## config.mk

```make
export PLATFORM = sky130hd
export DESIGN_NAME = allreduce_recursive_doubling_schedule
export DESIGN_NICKNAME = d
export VERILOG_FILES = /design/src/hdl/ard_pkg.sv /design/src/hdl/allreduce_recursive_doubling_schedule.sv /design/src/hdl/ard_sequencer.sv /design/src/hdl/ard_datapath.sv
export SDC_FILE = /design/constraint.sdc
export NUM_CORES = 1
export LEC_CHECK = 0
export BUFFER_PORTS_ARGS = -buffer_cell sky130_fd_sc_hd__buf_2
export CORE_UTILIZATION = 51
export CTS_CLUSTER_SIZE = 12
export DETAILED_ROUTE_END_ITERATION = 8
export HOLD_SLACK_MARGIN = 0.15
export PLACE_DENSITY = 0.71
export SLEW_MARGIN = 10
export SYNTH_ARGS = -nofsm -noshare
export SYNTH_HDL_FRONTEND = slang
export SYNTH_HIERARCHICAL = 1
export SYNTH_SLANG_ARGS = --single-unit
```

## constraint.sdc

```tcl
create_clock -name clk -period 4.8 [get_ports clk]
set_input_delay 0.72 -clock clk [delete_from_list [all_inputs] [get_ports clk]]
set_output_delay 0.72 -clock clk [all_outputs]
set_load 0.01 [all_outputs]
```

## src/hdl/ard_pkg.sv

```systemverilog
// Shared types, constants and the microcode table of the recursive doubling schedule block.
`timescale 1ns / 1ps

package ard_pkg;

  localparam int RANK_W  = 10;
  localparam int COUNT_W = 11;
  localparam int BYTES_W = 31;
  localparam int STEP_W  = 4;

  localparam logic REG_RANK_COUNT    = 1'b0;
  localparam logic REG_MESSAGE_BYTES = 1'b1;

  typedef logic [STEP_W-1:0] step_t;

  localparam step_t ST_SETUP      = 4'd0;
  localparam step_t ST_BR_EMPTY   = 4'd1;
  localparam step_t ST_BR_EVEN    = 4'd2;
  localparam step_t ST_BR_NOFOLD  = 4'd3;
  localparam step_t ST_FOLD_RECV  = 4'd4;
  localparam step_t ST_RND_SEND   = 4'd5;
  localparam step_t ST_RND_RECV   = 4'd6;
  localparam step_t ST_BR_TAIL    = 4'd7;
  localparam step_t ST_TAIL_SEND  = 4'd8;
  localparam step_t ST_EVEN_SEND  = 4'd9;
  localparam step_t ST_EVEN_RECV  = 4'd10;
  localparam step_t ST_DONE       = 4'd11;
  localparam step_t ST_NONE       = 4'd12;

  typedef enum logic [1:0] {
    OP_SEND = 2'd0,
    OP_RECV = 2'd1,
    OP_NONE = 2'd2
  } op_kind_t;

  typedef enum logic [1:0] {
    PEER_ZERO,
    PEER_UP,
    PEER_DN,
    PEER_ROUND
  } peer_sel_t;

  typedef enum logic [1:0] {
    LAST_NO,
    LAST_YES,
    LAST_ROUND
  } last_sel_t;

  typedef enum logic [2:0] {
    JC_NEVER,
    JC_ALWAYS,
    JC_EMPTY,
    JC_FOLD_EVEN,
    JC_NOT_FOLD,
    JC_ROUNDS_LEFT
  } jcond_t;

  typedef struct packed {
    logic      setup;
    logic      emit;
    op_kind_t  kind;
    peer_sel_t peer_sel;
    logic      wait_en;
    logic      set_recv;
    logic      shift_mask;
    last_sel_t last_sel;
    jcond_t    jcond;
    step_t     target;
    logic      done;
  } ctrl_t;

  typedef struct packed {
    logic empty;
    logic fold_even;
    logic in_fold;
    logic final_round;
    logic out_busy;
  } status_t;

  function automatic ctrl_t ucode(step_t s);
    ctrl_t cw;
    cw = '0;
    case (s)
      ST_SETUP: begin
        cw.setup = 1'b1;
      end
      ST_BR_EMPTY: begin
        cw.jcond  = JC_EMPTY;
        cw.target = ST_NONE;
      end
      ST_BR_EVEN: begin
        cw.jcond  = JC_FOLD_EVEN;
        cw.target = ST_EVEN_SEND;
      end
      ST_BR_NOFOLD: begin
        cw.jcond  = JC_NOT_FOLD;
        cw.target = ST_RND_SEND;
      end
      ST_FOLD_RECV: begin
        cw.emit     = 1'b1;
        cw.kind     = OP_RECV;
        cw.peer_sel = PEER_DN;
        cw.set_recv = 1'b1;
      end
      ST_RND_SEND: begin
        cw.emit     = 1'b1;
        cw.kind     = OP_SEND;
        cw.peer_sel = PEER_ROUND;
        cw.wait_en  = 1'b1;
      end
      ST_RND_RECV: begin
        cw.emit       = 1'b1;
        cw.kind       = OP_RECV;
        cw.peer_sel   = PEER_ROUND;
        cw.set_recv   = 1'b1;
        cw.shift_mask = 1'b1;
        cw.last_sel   = LAST_ROUND;
        cw.jcond      = JC_ROUNDS_LEFT;
        cw.target     = ST_RND_SEND;
      end
      ST_BR_TAIL: begin
        cw.jcond  = JC_NOT_FOLD;
        cw.target = ST_DONE;
      end
      ST_TAIL_SEND: begin
        cw.emit     = 1'b1;
        cw.kind     = OP_SEND;
        cw.peer_sel = PEER_DN;
        cw.wait_en  = 1'b1;
        cw.last_sel = LAST_YES;
        cw.jcond    = JC_ALWAYS;
        cw.target   = ST_DONE;
      end
      ST_EVEN_SEND: begin
        cw.emit     = 1'b1;
        cw.kind     = OP_SEND;
        cw.peer_sel = PEER_UP;
      end
      ST_EVEN_RECV: begin
        cw.emit     = 1'b1;
        cw.kind     = OP_RECV;
        cw.peer_sel = PEER_UP;
        cw.last_sel = LAST_YES;
      end
      ST_DONE: begin
        cw.done = 1'b1;
      end
      ST_NONE: begin
        cw.emit     = 1'b1;
        cw.kind     = OP_NONE;
        cw.peer_sel = PEER_ZERO;
        cw.last_sel = LAST_YES;
        cw.jcond    = JC_ALWAYS;
        cw.target   = ST_DONE;
      end
      default: begin
        cw.done = 1'b1;
      end
    endcase
    return cw;
  endfunction

endpackage

```

## src/hdl/allreduce_recursive_doubling_schedule.sv

```systemverilog
// Top level of the recursive doubling allreduce schedule generator.
`timescale 1ns / 1ps

// Each input beat carries one rank; the block answers with that rank's allreduce
// schedule as a run of output beats, one send or receive per beat, the final one
// marked by tlast. An empty schedule (one rank, or a rank not below the rank count)
// gives a single beat of kind none. A rank count above MAX_RANKS is treated as
// MAX_RANKS. A microcode sequencer walks one control word per cycle, and holds on a
// step that emits a beat while the last result beat waits on m_axis_tready. A rank
// has at most 20 operations (1024 ranks, or an odd folding rank with 513 to 1023
// ranks), and the next rank is taken only after the sequencer has left its done step.
// Registers are to be written through the cfg channel only while no schedule is
// running; the block itself does not enforce this.
module allreduce_recursive_doubling_schedule
  import ard_pkg::*;
#(
  parameter int MAX_RANKS = 1024
) (
  input  logic        clk,
  input  logic        rst,
  input  logic        s_axis_tvalid,
  output logic        s_axis_tready,
  input  logic [15:0] s_axis_tdata,  // rank[9:0], zero[15:10]
  output logic        m_axis_tvalid,
  input  logic        m_axis_tready,
  output logic [47:0] m_axis_tdata,  // peer_rank[9:0], op_bytes[40:10], waits_on_recv[41]
  output logic        m_axis_tlast,
  output logic [1:0]  m_axis_tuser,  // op_kind[1:0]
  input  logic        cfg_valid,
  output logic        cfg_ready,
  input  logic        cfg_index,
  input  logic [30:0] cfg_data
);

  logic [COUNT_W-1:0] rank_count;
  logic [BYTES_W-1:0] message_bytes;
  logic               busy;
  logic               fire;
  logic               start;
  ctrl_t              ctrl;
  status_t            status;
  op_kind_t           out_kind;
  logic [RANK_W-1:0]  out_peer;
  logic [BYTES_W-1:0] out_bytes;
  logic               out_wait;

  assign cfg_ready     = 1'b1;
  assign s_axis_tready = !busy;
  assign start         = s_axis_tvalid && !busy;

  always_ff @(posedge clk) begin
    if (rst) begin
      rank_count    <= COUNT_W'(1);
      message_bytes <= '0;
    end else if (cfg_valid) begin
      case (cfg_index)
        REG_RANK_COUNT:    rank_count    <= cfg_data[COUNT_W-1:0];
        REG_MESSAGE_BYTES: message_bytes <= cfg_data;
        default:           rank_count    <= rank_count;
      endcase
    end
  end

  ard_sequencer u_seq (
    .clk    (clk),
    .rst    (rst),
    .start  (start),
    .status (status),
    .busy   (busy),
    .fire   (fire),
    .ctrl   (ctrl)
  );

  ard_datapath #(
    .MAX_RANKS (MAX_RANKS)
  ) u_dp (
    .clk           (clk),
    .rst           (rst),
    .load          (start),
    .rank_in       (s_axis_tdata[RANK_W-1:0]),
    .rank_count    (rank_count),
    .message_bytes (message_bytes),
    .fire          (fire),
    .ctrl          (ctrl),
    .out_ready     (m_axis_tready),
    .status        (status),
    .out_valid     (m_axis_tvalid),
    .out_kind      (out_kind),
    .out_peer      (out_peer),
    .out_bytes     (out_bytes),
    .out_wait      (out_wait),
    .out_last      (m_axis_tlast)
  );

  assign m_axis_tuser = out_kind;
  assign m_axis_tdata = {6'b0, out_wait, out_bytes, out_peer};

endmodule

```

## src/hdl/ard_sequencer.sv

```systemverilog
// Step counter and microcode fetch with conditional jumps.
`timescale 1ns / 1ps

module ard_sequencer
  import ard_pkg::*;
(
  input  logic    clk,
  input  logic    rst,
  input  logic    start,
  input  status_t status,
  output logic    busy,
  output logic    fire,
  output ctrl_t   ctrl
);

  step_t step;
  step_t step_next;
  logic  busy_next;
  logic  taken;
  logic  stall;

  always_comb begin
    ctrl = ucode(step);
    case (ctrl.jcond)
      JC_NEVER:       taken = 1'b0;
      JC_ALWAYS:      taken = 1'b1;
      JC_EMPTY:       taken = status.empty;
      JC_FOLD_EVEN:   taken = status.fold_even;
      JC_NOT_FOLD:    taken = !status.in_fold;
      JC_ROUNDS_LEFT: taken = !status.final_round;
      default:        taken = 1'b0;
    endcase
    stall     = ctrl.emit && status.out_busy;
    fire      = busy && !stall;
    step_next = step;
    busy_next = busy;
    if (!busy) begin
      if (start) begin
        busy_next = 1'b1;
        step_next = ST_SETUP;
      end
    end else if (fire) begin
      if (ctrl.done) begin
        busy_next = 1'b0;
      end else if (taken) begin
        step_next = ctrl.target;
      end else begin
        step_next = step + step_t'(1);
      end
    end
  end

  always_ff @(posedge clk) begin
    if (rst) begin
      busy <= 1'b0;
      step <= ST_SETUP;
    end else begin
      busy <= busy_next;
      step <= step_next;
    end
  end

endmodule

```

## src/hdl/ard_datapath.sv

```systemverilog
// Rank folding arithmetic, round peer mapping and the output register.
`timescale 1ns / 1ps

module ard_datapath
  import ard_pkg::*;
#(
  parameter int MAX_RANKS = 1024
) (
  input  logic               clk,
  input  logic               rst,
  input  logic               load,
  input  logic [RANK_W-1:0]  rank_in,
  input  logic [COUNT_W-1:0] rank_count,
  input  logic [BYTES_W-1:0] message_bytes,
  input  logic               fire,
  input  ctrl_t              ctrl,
  input  logic               out_ready,
  output status_t            status,
  output logic               out_valid,
  output op_kind_t           out_kind,
  output logic [RANK_W-1:0]  out_peer,
  output logic [BYTES_W-1:0] out_bytes,
  output logic               out_wait,
  output logic               out_last
);

  logic [RANK_W-1:0]  rank_r;
  logic [COUNT_W-1:0] rem;
  logic [COUNT_W-1:0] pof2;
  logic [COUNT_W-1:0] vrank;
  logic [COUNT_W-1:0] mask;
  logic               have_recv;
  logic               empty;
  logic               in_fold;
  logic               fold_even;

  logic [COUNT_W-1:0] cnt_c;
  logic [COUNT_W-1:0] pof2_c;
  logic [COUNT_W-1:0] rem_c;
  logic               in_fold_c;
  logic               empty_c;
  logic [COUNT_W-1:0] vrank_c;
  logic [COUNT_W-1:0] vdst;
  logic [COUNT_W-1:0] dst;
  logic               final_round;
  logic [RANK_W-1:0]  peer_c;
  logic               last_c;

  always_comb begin
    cnt_c = rank_count;
    if (32'(rank_count) > 32'(MAX_RANKS)) begin
      cnt_c = COUNT_W'(MAX_RANKS);
    end
    pof2_c = '0;
    for (int i = 0; i < COUNT_W; i++) begin
      if (cnt_c[i]) begin
        pof2_c = COUNT_W'(1) << i;
      end
    end
    rem_c     = cnt_c - pof2_c;
    empty_c   = (cnt_c <= COUNT_W'(1)) || ({1'b0, rank_r} >= cnt_c);
    in_fold_c = {2'b00, rank_r} < {rem_c, 1'b0};
    if (in_fold_c) begin
      vrank_c = {2'b00, rank_r[RANK_W-1:1]};
    end else begin
      vrank_c = {1'b0, rank_r} - rem_c;
    end
  end

  always_comb begin
    vdst = vrank ^ mask;
    if (vdst < rem) begin
      dst = {vdst[COUNT_W-2:0], 1'b1};
    end else begin
      dst = vdst + rem;
    end
    final_round = (mask == (pof2 >> 1));
    case (ctrl.peer_sel)
      PEER_ZERO:  peer_c = '0;
      PEER_UP:    peer_c = rank_r + RANK_W'(1);
      PEER_DN:    peer_c = rank_r - RANK_W'(1);
      PEER_ROUND: peer_c = dst[RANK_W-1:0];
      default:    peer_c = '0;
    endcase
    case (ctrl.last_sel)
      LAST_NO:    last_c = 1'b0;
      LAST_YES:   last_c = 1'b1;
      LAST_ROUND: last_c = final_round && !in_fold;
      default:    last_c = 1'b0;
    endcase
  end

  assign status.empty       = empty;
  assign status.fold_even   = fold_even;
  assign status.in_fold     = in_fold;
  assign status.final_round = final_round;
  assign status.out_busy    = out_valid && !out_ready;

  always_ff @(posedge clk) begin
    if (load) begin
      rank_r <= rank_in;
    end
    if (fire && ctrl.setup) begin
      rem       <= rem_c;
      pof2      <= pof2_c;
      vrank     <= vrank_c;
      empty     <= empty_c;
      in_fold   <= in_fold_c;
      fold_even <= in_fold_c && !rank_r[0];
      mask      <= COUNT_W'(1);
    end else if (fire && ctrl.shift_mask) begin
      mask <= mask << 1;
    end
    if (fire && ctrl.emit) begin
      out_kind  <= ctrl.kind;
      out_peer  <= peer_c;
      out_bytes <= (ctrl.kind == OP_NONE) ? '0 : message_bytes;
      out_wait  <= ctrl.wait_en && have_recv;
      out_last  <= last_c;
    end
  end

  always_ff @(posedge clk) begin
    if (rst) begin
      out_valid <= 1'b0;
      have_recv <= 1'b0;
    end else begin
      if (fire && ctrl.emit) begin
        out_valid <= 1'b1;
      end else if (out_ready) begin
        out_valid <= 1'b0;
      end
      if (fire && ctrl.setup) begin
        have_recv <= 1'b0;
      end else if (fire && ctrl.set_recv) begin
        have_recv <= 1'b1;
      end
    end
  end

endmodule
```

Yosys cells after proc, flatten, opt, wreduce, memory -nomap -nowiden
Cells that the tools add are included.
- equality and inequality tests: 25
- mux-type cells: 35
- reductions and logical operators: 31
- bitwise logic cells: 2
- add/subtract/negate cells: 6
- magnitude comparators: 5
- operators with widths (cell ; count):
    $mux 11 ; 11
    $pmux 7 s6 ; 1
    $pmux 10 s4 ; 1
    $pmux 5 s7 ; 1
    $mux 4 ; 5
    $eq 4x3->1 const B ; 4
    $eq 4x4->1 const B ; 4
    $lt 10x12->1 ; 1
    $reduce_or 12->1 ; 1
    $eq 11x10->1 ; 1
    $ge 10x11->1 ; 1
    $gt 11x11->1 const B ; 1
    $le 11x1->1 const B ; 1
    $logic_and 1x1->1 ; 11
    $lt 11x11->1 ; 1
    $mux 1 ; 11
    $sub 10x11->11 ; 1
    $sub 11x11->11 ; 1
    $xor 11x11->11 ; 1
    $add 10x1->10 const B ; 1
    $add 10x10->10 ; 1
    $mux 10 ; 1
    $sub 10x1->10 const B ; 1
    $mux 9 ; 1
    23 further kinds ; 40
- output and inout bits: 54
- register bits after elaboration: 151
- bits of input ports: 53
- word-level logic and storage cells: 124

Longest topological paths before layout
Gate-level depths: netlist of the first run.
- depth in word-level cells: 16
- gate-level depth with buffers: 22
- depth with buffers taken out: 20

Modules after synthesis
The synthesis of the first run kept the hierarchy.
- modules (own cells, without submodules) (module ; cells each ; area an instance (µm²) ; sequential area each (µm²) ; instances):
    ard_datapath ; 621 ; 6666.4 ; 2962.8 ; 1
    allreduce_recursive_doubling_schedule ; 192 ; 1989.4 ; 840.8 ; 1
    ard_sequencer ; 88 ; 678.2 ; 100.1 ; 1

Least setup slack after synthesis of the first run
No wires, ideal clock.
- path kind: register -> register
- start: register rank_count[7]
- end: register u_dp.vrank[5] (data pin)
- setup time: 260 ps
- arrival time: 3975 ps
- stages on the path, launching flop included: 22
- clock period less this slack: 4235 ps
- data required time: 4540 ps
- path slack: 565 ps
- path buffers: 2
- cells stage by stage: dfxtp_1 -> nor4_1 -> nand2b_1 -> nor3_1 -> nand3b_1 -> nor2_1 -> ha_1 -> inv_1 -> fa_1 -> xor2_1 -> inv_1 -> ha_1 -> o21ai_0 -> a21o_1 -> a41oi_1 -> o32ai_1 -> o2111ai_1 -> a32oi_1 -> or3_1 -> buf_6 -> buf_12 -> mux2_4
- cells in the longest elaborated chain, start to end: 16
- elaborated cells between the ends (all ways): 17
- classes of those cells: add/sub: 2; order compare: 2; mux: 13
- ends and longest elaborated chain (element ; RTL line ; source):
    from (decl) ; allreduce_recursive_doubling_schedule.sv:35 ; logic [COUNT_W-1:0] rank_count;
    from (signal assigned) ; allreduce_recursive_doubling_schedule.sv:57 ; REG_RANK_COUNT: rank_count <= cfg_data[COUNT_W-1:0];
    from (signal assigned) ; allreduce_recursive_doubling_schedule.sv:59 ; default: rank_count <= rank_count;
    $gt 11x11->1 ; ard_datapath.sv:51 ; if (32'(rank_count) > 32'(MAX_RANKS)) begin
    $mux 11 (*) ; ard_datapath.sv:51 ;
    $mux 1 ; ard_datapath.sv:56 ; if (cnt_c[i]) begin
    $mux 11 (10 in a row) ; ard_datapath.sv:56 ;
    $sub 11x11->11 (*) ; ard_datapath.sv:60 ; rem_c = cnt_c - pof2_c;
    net u_dp.rem_c[2] ; ard_datapath.sv:39 ; logic [COUNT_W-1:0] rem_c;
    $lt 10x12->1 (*) ; ard_datapath.sv:62 ; in_fold_c = {2'b00, rank_r} < {rem_c, 1'b0};
    net u_dp.in_fold_c ; ard_datapath.sv:40 ; logic in_fold_c;
    $mux 9 (*) ; ard_datapath.sv:63 ; if (in_fold_c) begin
    net u_dp.vrank_c[5] ; ard_datapath.sv:42 ; logic [COUNT_W-1:0] vrank_c;
    to (signal assigned) ; ard_datapath.sv:106 ; vrank <= vrank_c;
    to (decl) ; ard_datapath.sv:30 ; logic [COUNT_W-1:0] vrank;
Mark *: on every way through the listed nets, which the timed path passes. The rest lies on a longest branch.
A chain may end at the register's enable or synchronous reset.

Worst setup path after layout of the first run
- start: register rank_count[7]
- end: register u_dp.vrank[5] (data pin)
- cells in the longest elaborated chain, start to end: 16
- elaborated cells between the ends (all ways): 17
- classes of those cells: add/sub: 2; order compare: 2; mux: 13
- ends and longest elaborated chain (element ; RTL line):
    $gt 11x11->1 ; ard_datapath.sv:51
    $mux 11 (*) ; ard_datapath.sv:51
    $mux 1 ; ard_datapath.sv:56
    $mux 11 (10 in a row) ; ard_datapath.sv:56
    $sub 11x11->11 (*) ; ard_datapath.sv:60
    net u_dp.rem_c[3] ; ard_datapath.sv:39
    $sub 10x11->11 / $lt 10x12->1 (equally long branches) ; ard_datapath.sv:66, ard_datapath.sv:62
    $mux 9 (*) ; ard_datapath.sv:63
    net u_dp.vrank_c[5] ; ard_datapath.sv:42
Marks and branches as above.

==> metrics.txt, run 1 <==
CTS tree yes; crit-path cells nor4_4, nand2b_1, nor3_2, nand3_1, ha_1, nor2b_1, o21a_1, nor2_1, xnor2_1, inv_1, ha_1, o21ai_0, a21o_1, a41oi_1, o32ai_1, o2111ai_1, a32oi_1, or3_1, buf_12, mux2_4; P_leak around 4.4 nW; Max rail drop VDD approximately 0.27 mV; Tightest Pin Transition approximately 1000 ps; CTS hold repair buffers 0; status finished clean; drc violations 0; Slew Limit Fails 0; Syn Std Cell Area about 0.0093 mm2; row cnt between 40 and 50; area delta synth->final 11.5%; share of layout cells above drive strength 1 a little under a fifth; die height about 140 um; hold depth 2; Total Routing Usage GR about 21%; Post-Synthesis Cells between 800 and 900; crit path DAT roughly 4600 ps; Post-CTS Setup Inserts 0; CP max-delay cell or3_1; Crit path top cell by count ha_1; post-cts sizing count 0; Starting Density 52.0%; Root Driver clkbuf_16; R2R setup slack between 300 and 400 ps; Hold Path End message_bytes[10]$_SDFFE_PP0P_; final design utilization a little under 60%; min-delay worst type flip-flop to flip-flop; setup TNS 0 ps; worst-case reg-to-reg path depth 20; vias in the first global route ~6300; Routability Congestion slightly above 0.9; Ports about 110; initial antenna violation count 0; R2R Path Start rank_count[7]$_SDFFE_PP0P_; Post-Route WL approximately 19000 um; pin count of the biggest net entering global routing 60; clk sink count 150; post-route ant nets 0; IO buf count between 90 and 100; setup violators final 0; Avg Cell Area, Syn 10.4 um2; max_cap viols 0; via/cell ratio ~5.5; critical path type flip-flop to flip-flop; GR Overflow Total 0; RSZ-0062 raised after global routing no; initial DRC count between 400 and 500; Routed WL per cell 16.0 um; Critical Path End Type flip-flop; Final nets around 1100; crit-path max FO 13; fin crit share 92.7%; clk_lat worst skew 420 ps; die area approximately 0.019 mm2; Fmax roughly 220 MHz; Worst R2R End u_dp/vrank[5]$_DFFE_PP_; CP max stage delay roughly 410 ps; Required @ worst endpoint between 4000 and 5000 ps; core area ~0.018 mm2; Worst Skew 10.9 ps; vias roughly 6600; Clock Path Buffers 2; Detailed Place HPWL between 10000 and 15000 um; Final Hold Fails 0; Critical Path Source Type flip-flop; clock slew seen by the registers of the worst setup and hold paths 70 ps; Synth Warn # 6; Die X approximately 140 um; H-Tree Depth 4; CTS Buf Count 17; Final Critical Period between 4000 and 5000 ps; commonest non-fill, non-tap cell in the layout buf_2; pwr dens 358 mW/mm2; Inserted Diodes 0; HP Start message_bytes[10]$_SDFFE_PP0P_; Max transition margin approximately a third; most frequent cells in the layout 93 x buf_2, 90 x edfxtp_1, 76 x inv_1; first-pass GRT wire length ~31000 um; first-pass iteration count of the detailed router 4
-- stage by stage --
stage	setup WS (ps)	instances	cell area, um2	power (mW)	hold slack [ps]
2_1_floorplan	565	902	9340	2.26	444
3_3_place_gp	331	1177	9790	2.41	459
3_5_place_dp	208	1177	9790	2.43	466
4_1_cts	155	1209	10400	3.74	460
5_1_grt	62.0	1209	10400	3.91	460
6_report	352	1209	10400	3.72	472
-- sequential cells by signal, indices dropped and copies added, names as in the netlist, 2 cells and up --
| name | count |
|---|---|
| message_bytes | 31 |
| u_dp/vrank | 11 |
| u_dp/out_bytes | 31 |
| u_dp/pof2 | 10 |
| u_dp/out_kind | 2 |
| u_dp/out_peer | 10 |
| u_dp/rank_r | 10 |
| rank_count | 11 |
| u_dp/rem | 11 |
| u_seq/step | 4 |
| u_dp/mask | 11 |
-- power by group --
part / total [mW] / internal, mW / switching (mW) / leakage, nW
clock: 1.30 / 0.746 / 0.556 / 0.282
combinational: 0.913 / 0.407 / 0.506 / 2.77
sequential: 1.50 / 1.45 / 0.0499 / 1.35
total: 3.72 / 2.61 / 1.11 / 4.40
-- worst max path at each step --
stage	start	depth (start not counted)	end	slack, ps
CTS	rank_count[7]$_SDFFE_PP0P_	20	u_dp/vrank[5]$_DFFE_PP_	150
finish	rank_count[7]$_SDFFE_PP0P_	20	u_dp/vrank[5]$_DFFE_PP_	350
floorplan	rank_count[7]$_SDFFE_PP0P_	21	u_dp/vrank[5]$_DFFE_PP_	570
detailed placement	rank_count[7]$_SDFFE_PP0P_	20	u_dp/vrank[7]$_DFFE_PP_	210
global route	rank_count[7]$_SDFFE_PP0P_	20	u_dp/vrank[5]$_DFFE_PP_	60
global placement	rank_count[9]$_SDFFE_PP0P_	20	u_dp/vrank[5]$_DFFE_PP_	330
-- area by class of cell --
| cell class | instances | area (um2) |
|---|---|---|
| Fill cell | 1550 | 7520 |
| Multi-Input combinational cell | 621 | 4790 |
| Sequential cell | 150 | 3900 |
| Timing Repair Buffer | 101 | 538 |
| Clock buffer | 20 | 447 |
| Tap cell | 229 | 287 |
| Inverter | 76 | 285 |
| Clock inverter | 12 | 130 |
-- critical path, delay by kind of cell (launching register included) --
kind	cells	cell delay, ps
flip-flops	1	360
adder cells (fa/ha/maj)	2	610
AO/OA/AOI/OAI	7	950
multiplexers	1	290
buffers and inverters	2	270
AND/OR/NAND/NOR	7	1460
XOR/XNOR	1	250
-- layer usage --
metal	up-vias	routed length [um]	track usage, %
met1	3170	8910	27.8
met5	-	0	0
met2	116	9310	35.3
met3	33	642	4.15
li1	3310	-	-
met4	0	446	8.49
(Power assumes the default switching activity.)
==> run 2, diff against run 1 <==
--- a/config.mk
+++ b/config.mk
@@ -5,6 +5,7 @@
 export SDC_FILE = /design/constraint.sdc
 export NUM_CORES = 1
 export LEC_CHECK = 0
+export ABC_AREA = 1
 export BUFFER_PORTS_ARGS = -buffer_cell sky130_fd_sc_hd__buf_2
 export CORE_UTILIZATION = 51
 export CTS_CLUSTER_SIZE = 12
==> metrics.txt, run 2 <==
vias 7588 (was 6629); total power 4.32 mW (was 3.72 mW); Inserted Diodes 0 (unchanged); Final nets 1357 (was 1091); CTS hold repair buffers 0 (unchanged); Die X 138 um (was 137 um); Starting Density 52.0% (about the same); Post-Synthesis Cells 1156 (was 897); Syn Std Cell Area 0.00938 mm2 (was 0.00932 mm2); H-Tree Depth 4 (unchanged); post-route ant nets 0 (unchanged); Tightest Pin Transition 1060 ps (was 996 ps); drc violations 0 (unchanged); Post-CTS Setup Inserts 0 (unchanged); share of layout cells above drive strength 1 16.2% (was 18.8%); pin count of the biggest net entering global routing 47 (was 60); IO buf count 93 (unchanged); status finished clean (unchanged); setup violators final 0 (unchanged); Clock Path Buffers 2 (unchanged); RSZ-0062 raised after global routing no (unchanged); Slew Limit Fails 0 (unchanged); Final Hold Fails 0 (unchanged); fin area 0.0105 mm2 (was 0.0104 mm2); commonest non-fill, non-tap cell in the layout nand2_1 (was buf_2); Synth Warn # 6 (unchanged); clk_lat worst skew 440 ps (was 420 ps); max_cap viols 0 (unchanged); initial DRC count 355 (was 405); CTS Buf Count 17 (unchanged); Avg Cell Area, Syn 8.12 um2 (was 10.4 um2); first-pass GRT wire length 32700 um (was 31100 um); Max transition margin 29.3% (was 33.6%); Required @ worst endpoint 4970 ps (about the same); first-pass iteration count of the detailed router 5 (was 4); setup TNS 0 ps (unchanged); Post-Route WL 20400 um (was 19300 um); Root Driver clkbuf_16 (unchanged); clock slew seen by the registers of the worst setup and hold paths 70 ps (about the same); P_leak 4.83 nW (was 4.40 nW); Fin Hold WS 457 ps (was 472 ps); Detailed Place HPWL 15200 um (was 14000 um); Critical Path Source Type flip-flop (unchanged); post-cts sizing count 0 (unchanged); die area 0.0189 mm2 (was 0.0188 mm2); crit path DAT 4490 ps (was 4620 ps); min-delay worst type input port to flip-flop (was flip-flop to flip-flop); Total Routing Usage GR 22.5% (was 21.5%); Max rail drop VDD 0.293 mV (was 0.272 mV); placed cell area 0.00986 mm2 (was 0.00979 mm2); CTS tree yes (unchanged); via/cell ratio 5.14 (was 5.48); fin crit share 89.9% (was 92.7%); pwr dens 412 mW/mm2 (was 358 mW/mm2); critical path type flip-flop to flip-flop (unchanged); area delta synth->final 11.8% (was 11.5%); Worst Skew 10.2 ps (was 10.9 ps); Routed WL per cell 13.9 um (was 16.0 um); Ports 107 (unchanged); clk sink count 150 (unchanged); vias in the first global route 6911 (was 6306); Regs by FF count message_bytes (31), u_dp/out_bytes (31) (unchanged); crit-path max FO 8 (was 13); Critical Path End Type flip-flop (unchanged); initial antenna violation count 0 (unchanged); most frequent cells in the layout 206 x nand2_1, 184 x inv_1, 126 x nand3_1 (was 93 x buf_2, 90 x edfxtp_1, 76 x inv_1); Fmax 232 MHz (was 225 MHz); Routability Congestion 0.888 (was 0.913); GR Overflow Total 0 (unchanged); row cnt 49 (unchanged); die height 138 um (was 137 um); core area 0.0180 mm2 (was 0.0179 mm2); Final Critical Period 4320 ps (was 4450 ps)
## run 2: area by class of cell
type                       count  area [um2]
tap                          229         287
multi-input combinational    768        4430
timing repair buffer          96         488
inverter                     200         758
sequential                   150        3900
fill                        1644        7530
clock inverter                15         201
clock buffer                  17         425
## run 2: worst paths after layout
kind	from	end	slack [ps]	depth (start not counted)
max	rank_count[7]$_SDFFE_PP0P_	u_dp/vrank[5]$_DFFE_PP_	480	27
min	s_axis_tdata[0]	u_dp/rank_r[0]$_DFFE_PP_	460	1
max reg2reg	rank_count[7]$_SDFFE_PP0P_	u_dp/vrank[5]$_DFFE_PP_	480	27
min reg2reg	message_bytes[18]$_SDFFE_PP0P_	message_bytes[18]$_SDFFE_PP0P_	460	2
## run 2: worst max-delay path, stage by stage, from the launching register on
cell and delay, ps:
dfxtp_1 380, inv_1 80, nand3_1 80, nor2_1 50, a31oi_2 320, nor2_1 160, nor3_2 310, nand2_1 130
nor4_1 190, ha_1 180, inv_1 90, fa_1 390, nand2_1 110, inv_1 40, nor2_1 130, inv_1 80
ha_1 290, nand2_1 50, inv_1 40, nand2_1 50, nand2_1 70, a21oi_1 70, nand2_1 60, nand3_1 80
nand2_1 80, nand2_2 60, a21oi_2 360, o21ai_0 120
## run 2: power breakdown
| part | internal, mW | total, mW | switching (mW) |
|---|---|---|---|
| clock network | 0.714 | 1.35 | 0.638 |
| registers | 1.52 | 1.61 | 0.0878 |
| logic | 0.477 | 1.36 | 0.885 |
## run 2: through the flow
step	setup WS, ps	cells	util [%]
after detailed placement	554	1443	54.7
after global placement	626	1443	54.7
after CTS	470	1475	58.2
after floorplan	1150	1161	-
after global routing	96.4	1475	58.2
final	484	1475	58.2
## run 2: routing by layer
metal	vias to the layer above	share of wire [%]	routed length (um)	GRT usage (%)
met4	0	1.6	337	8.06
met2	162	48	9880	37.9
met1	3489	45	9200	27.9
met5	-	0	0	0
li1	3912	-	-	-
met3	25	5.0	1010	5.41
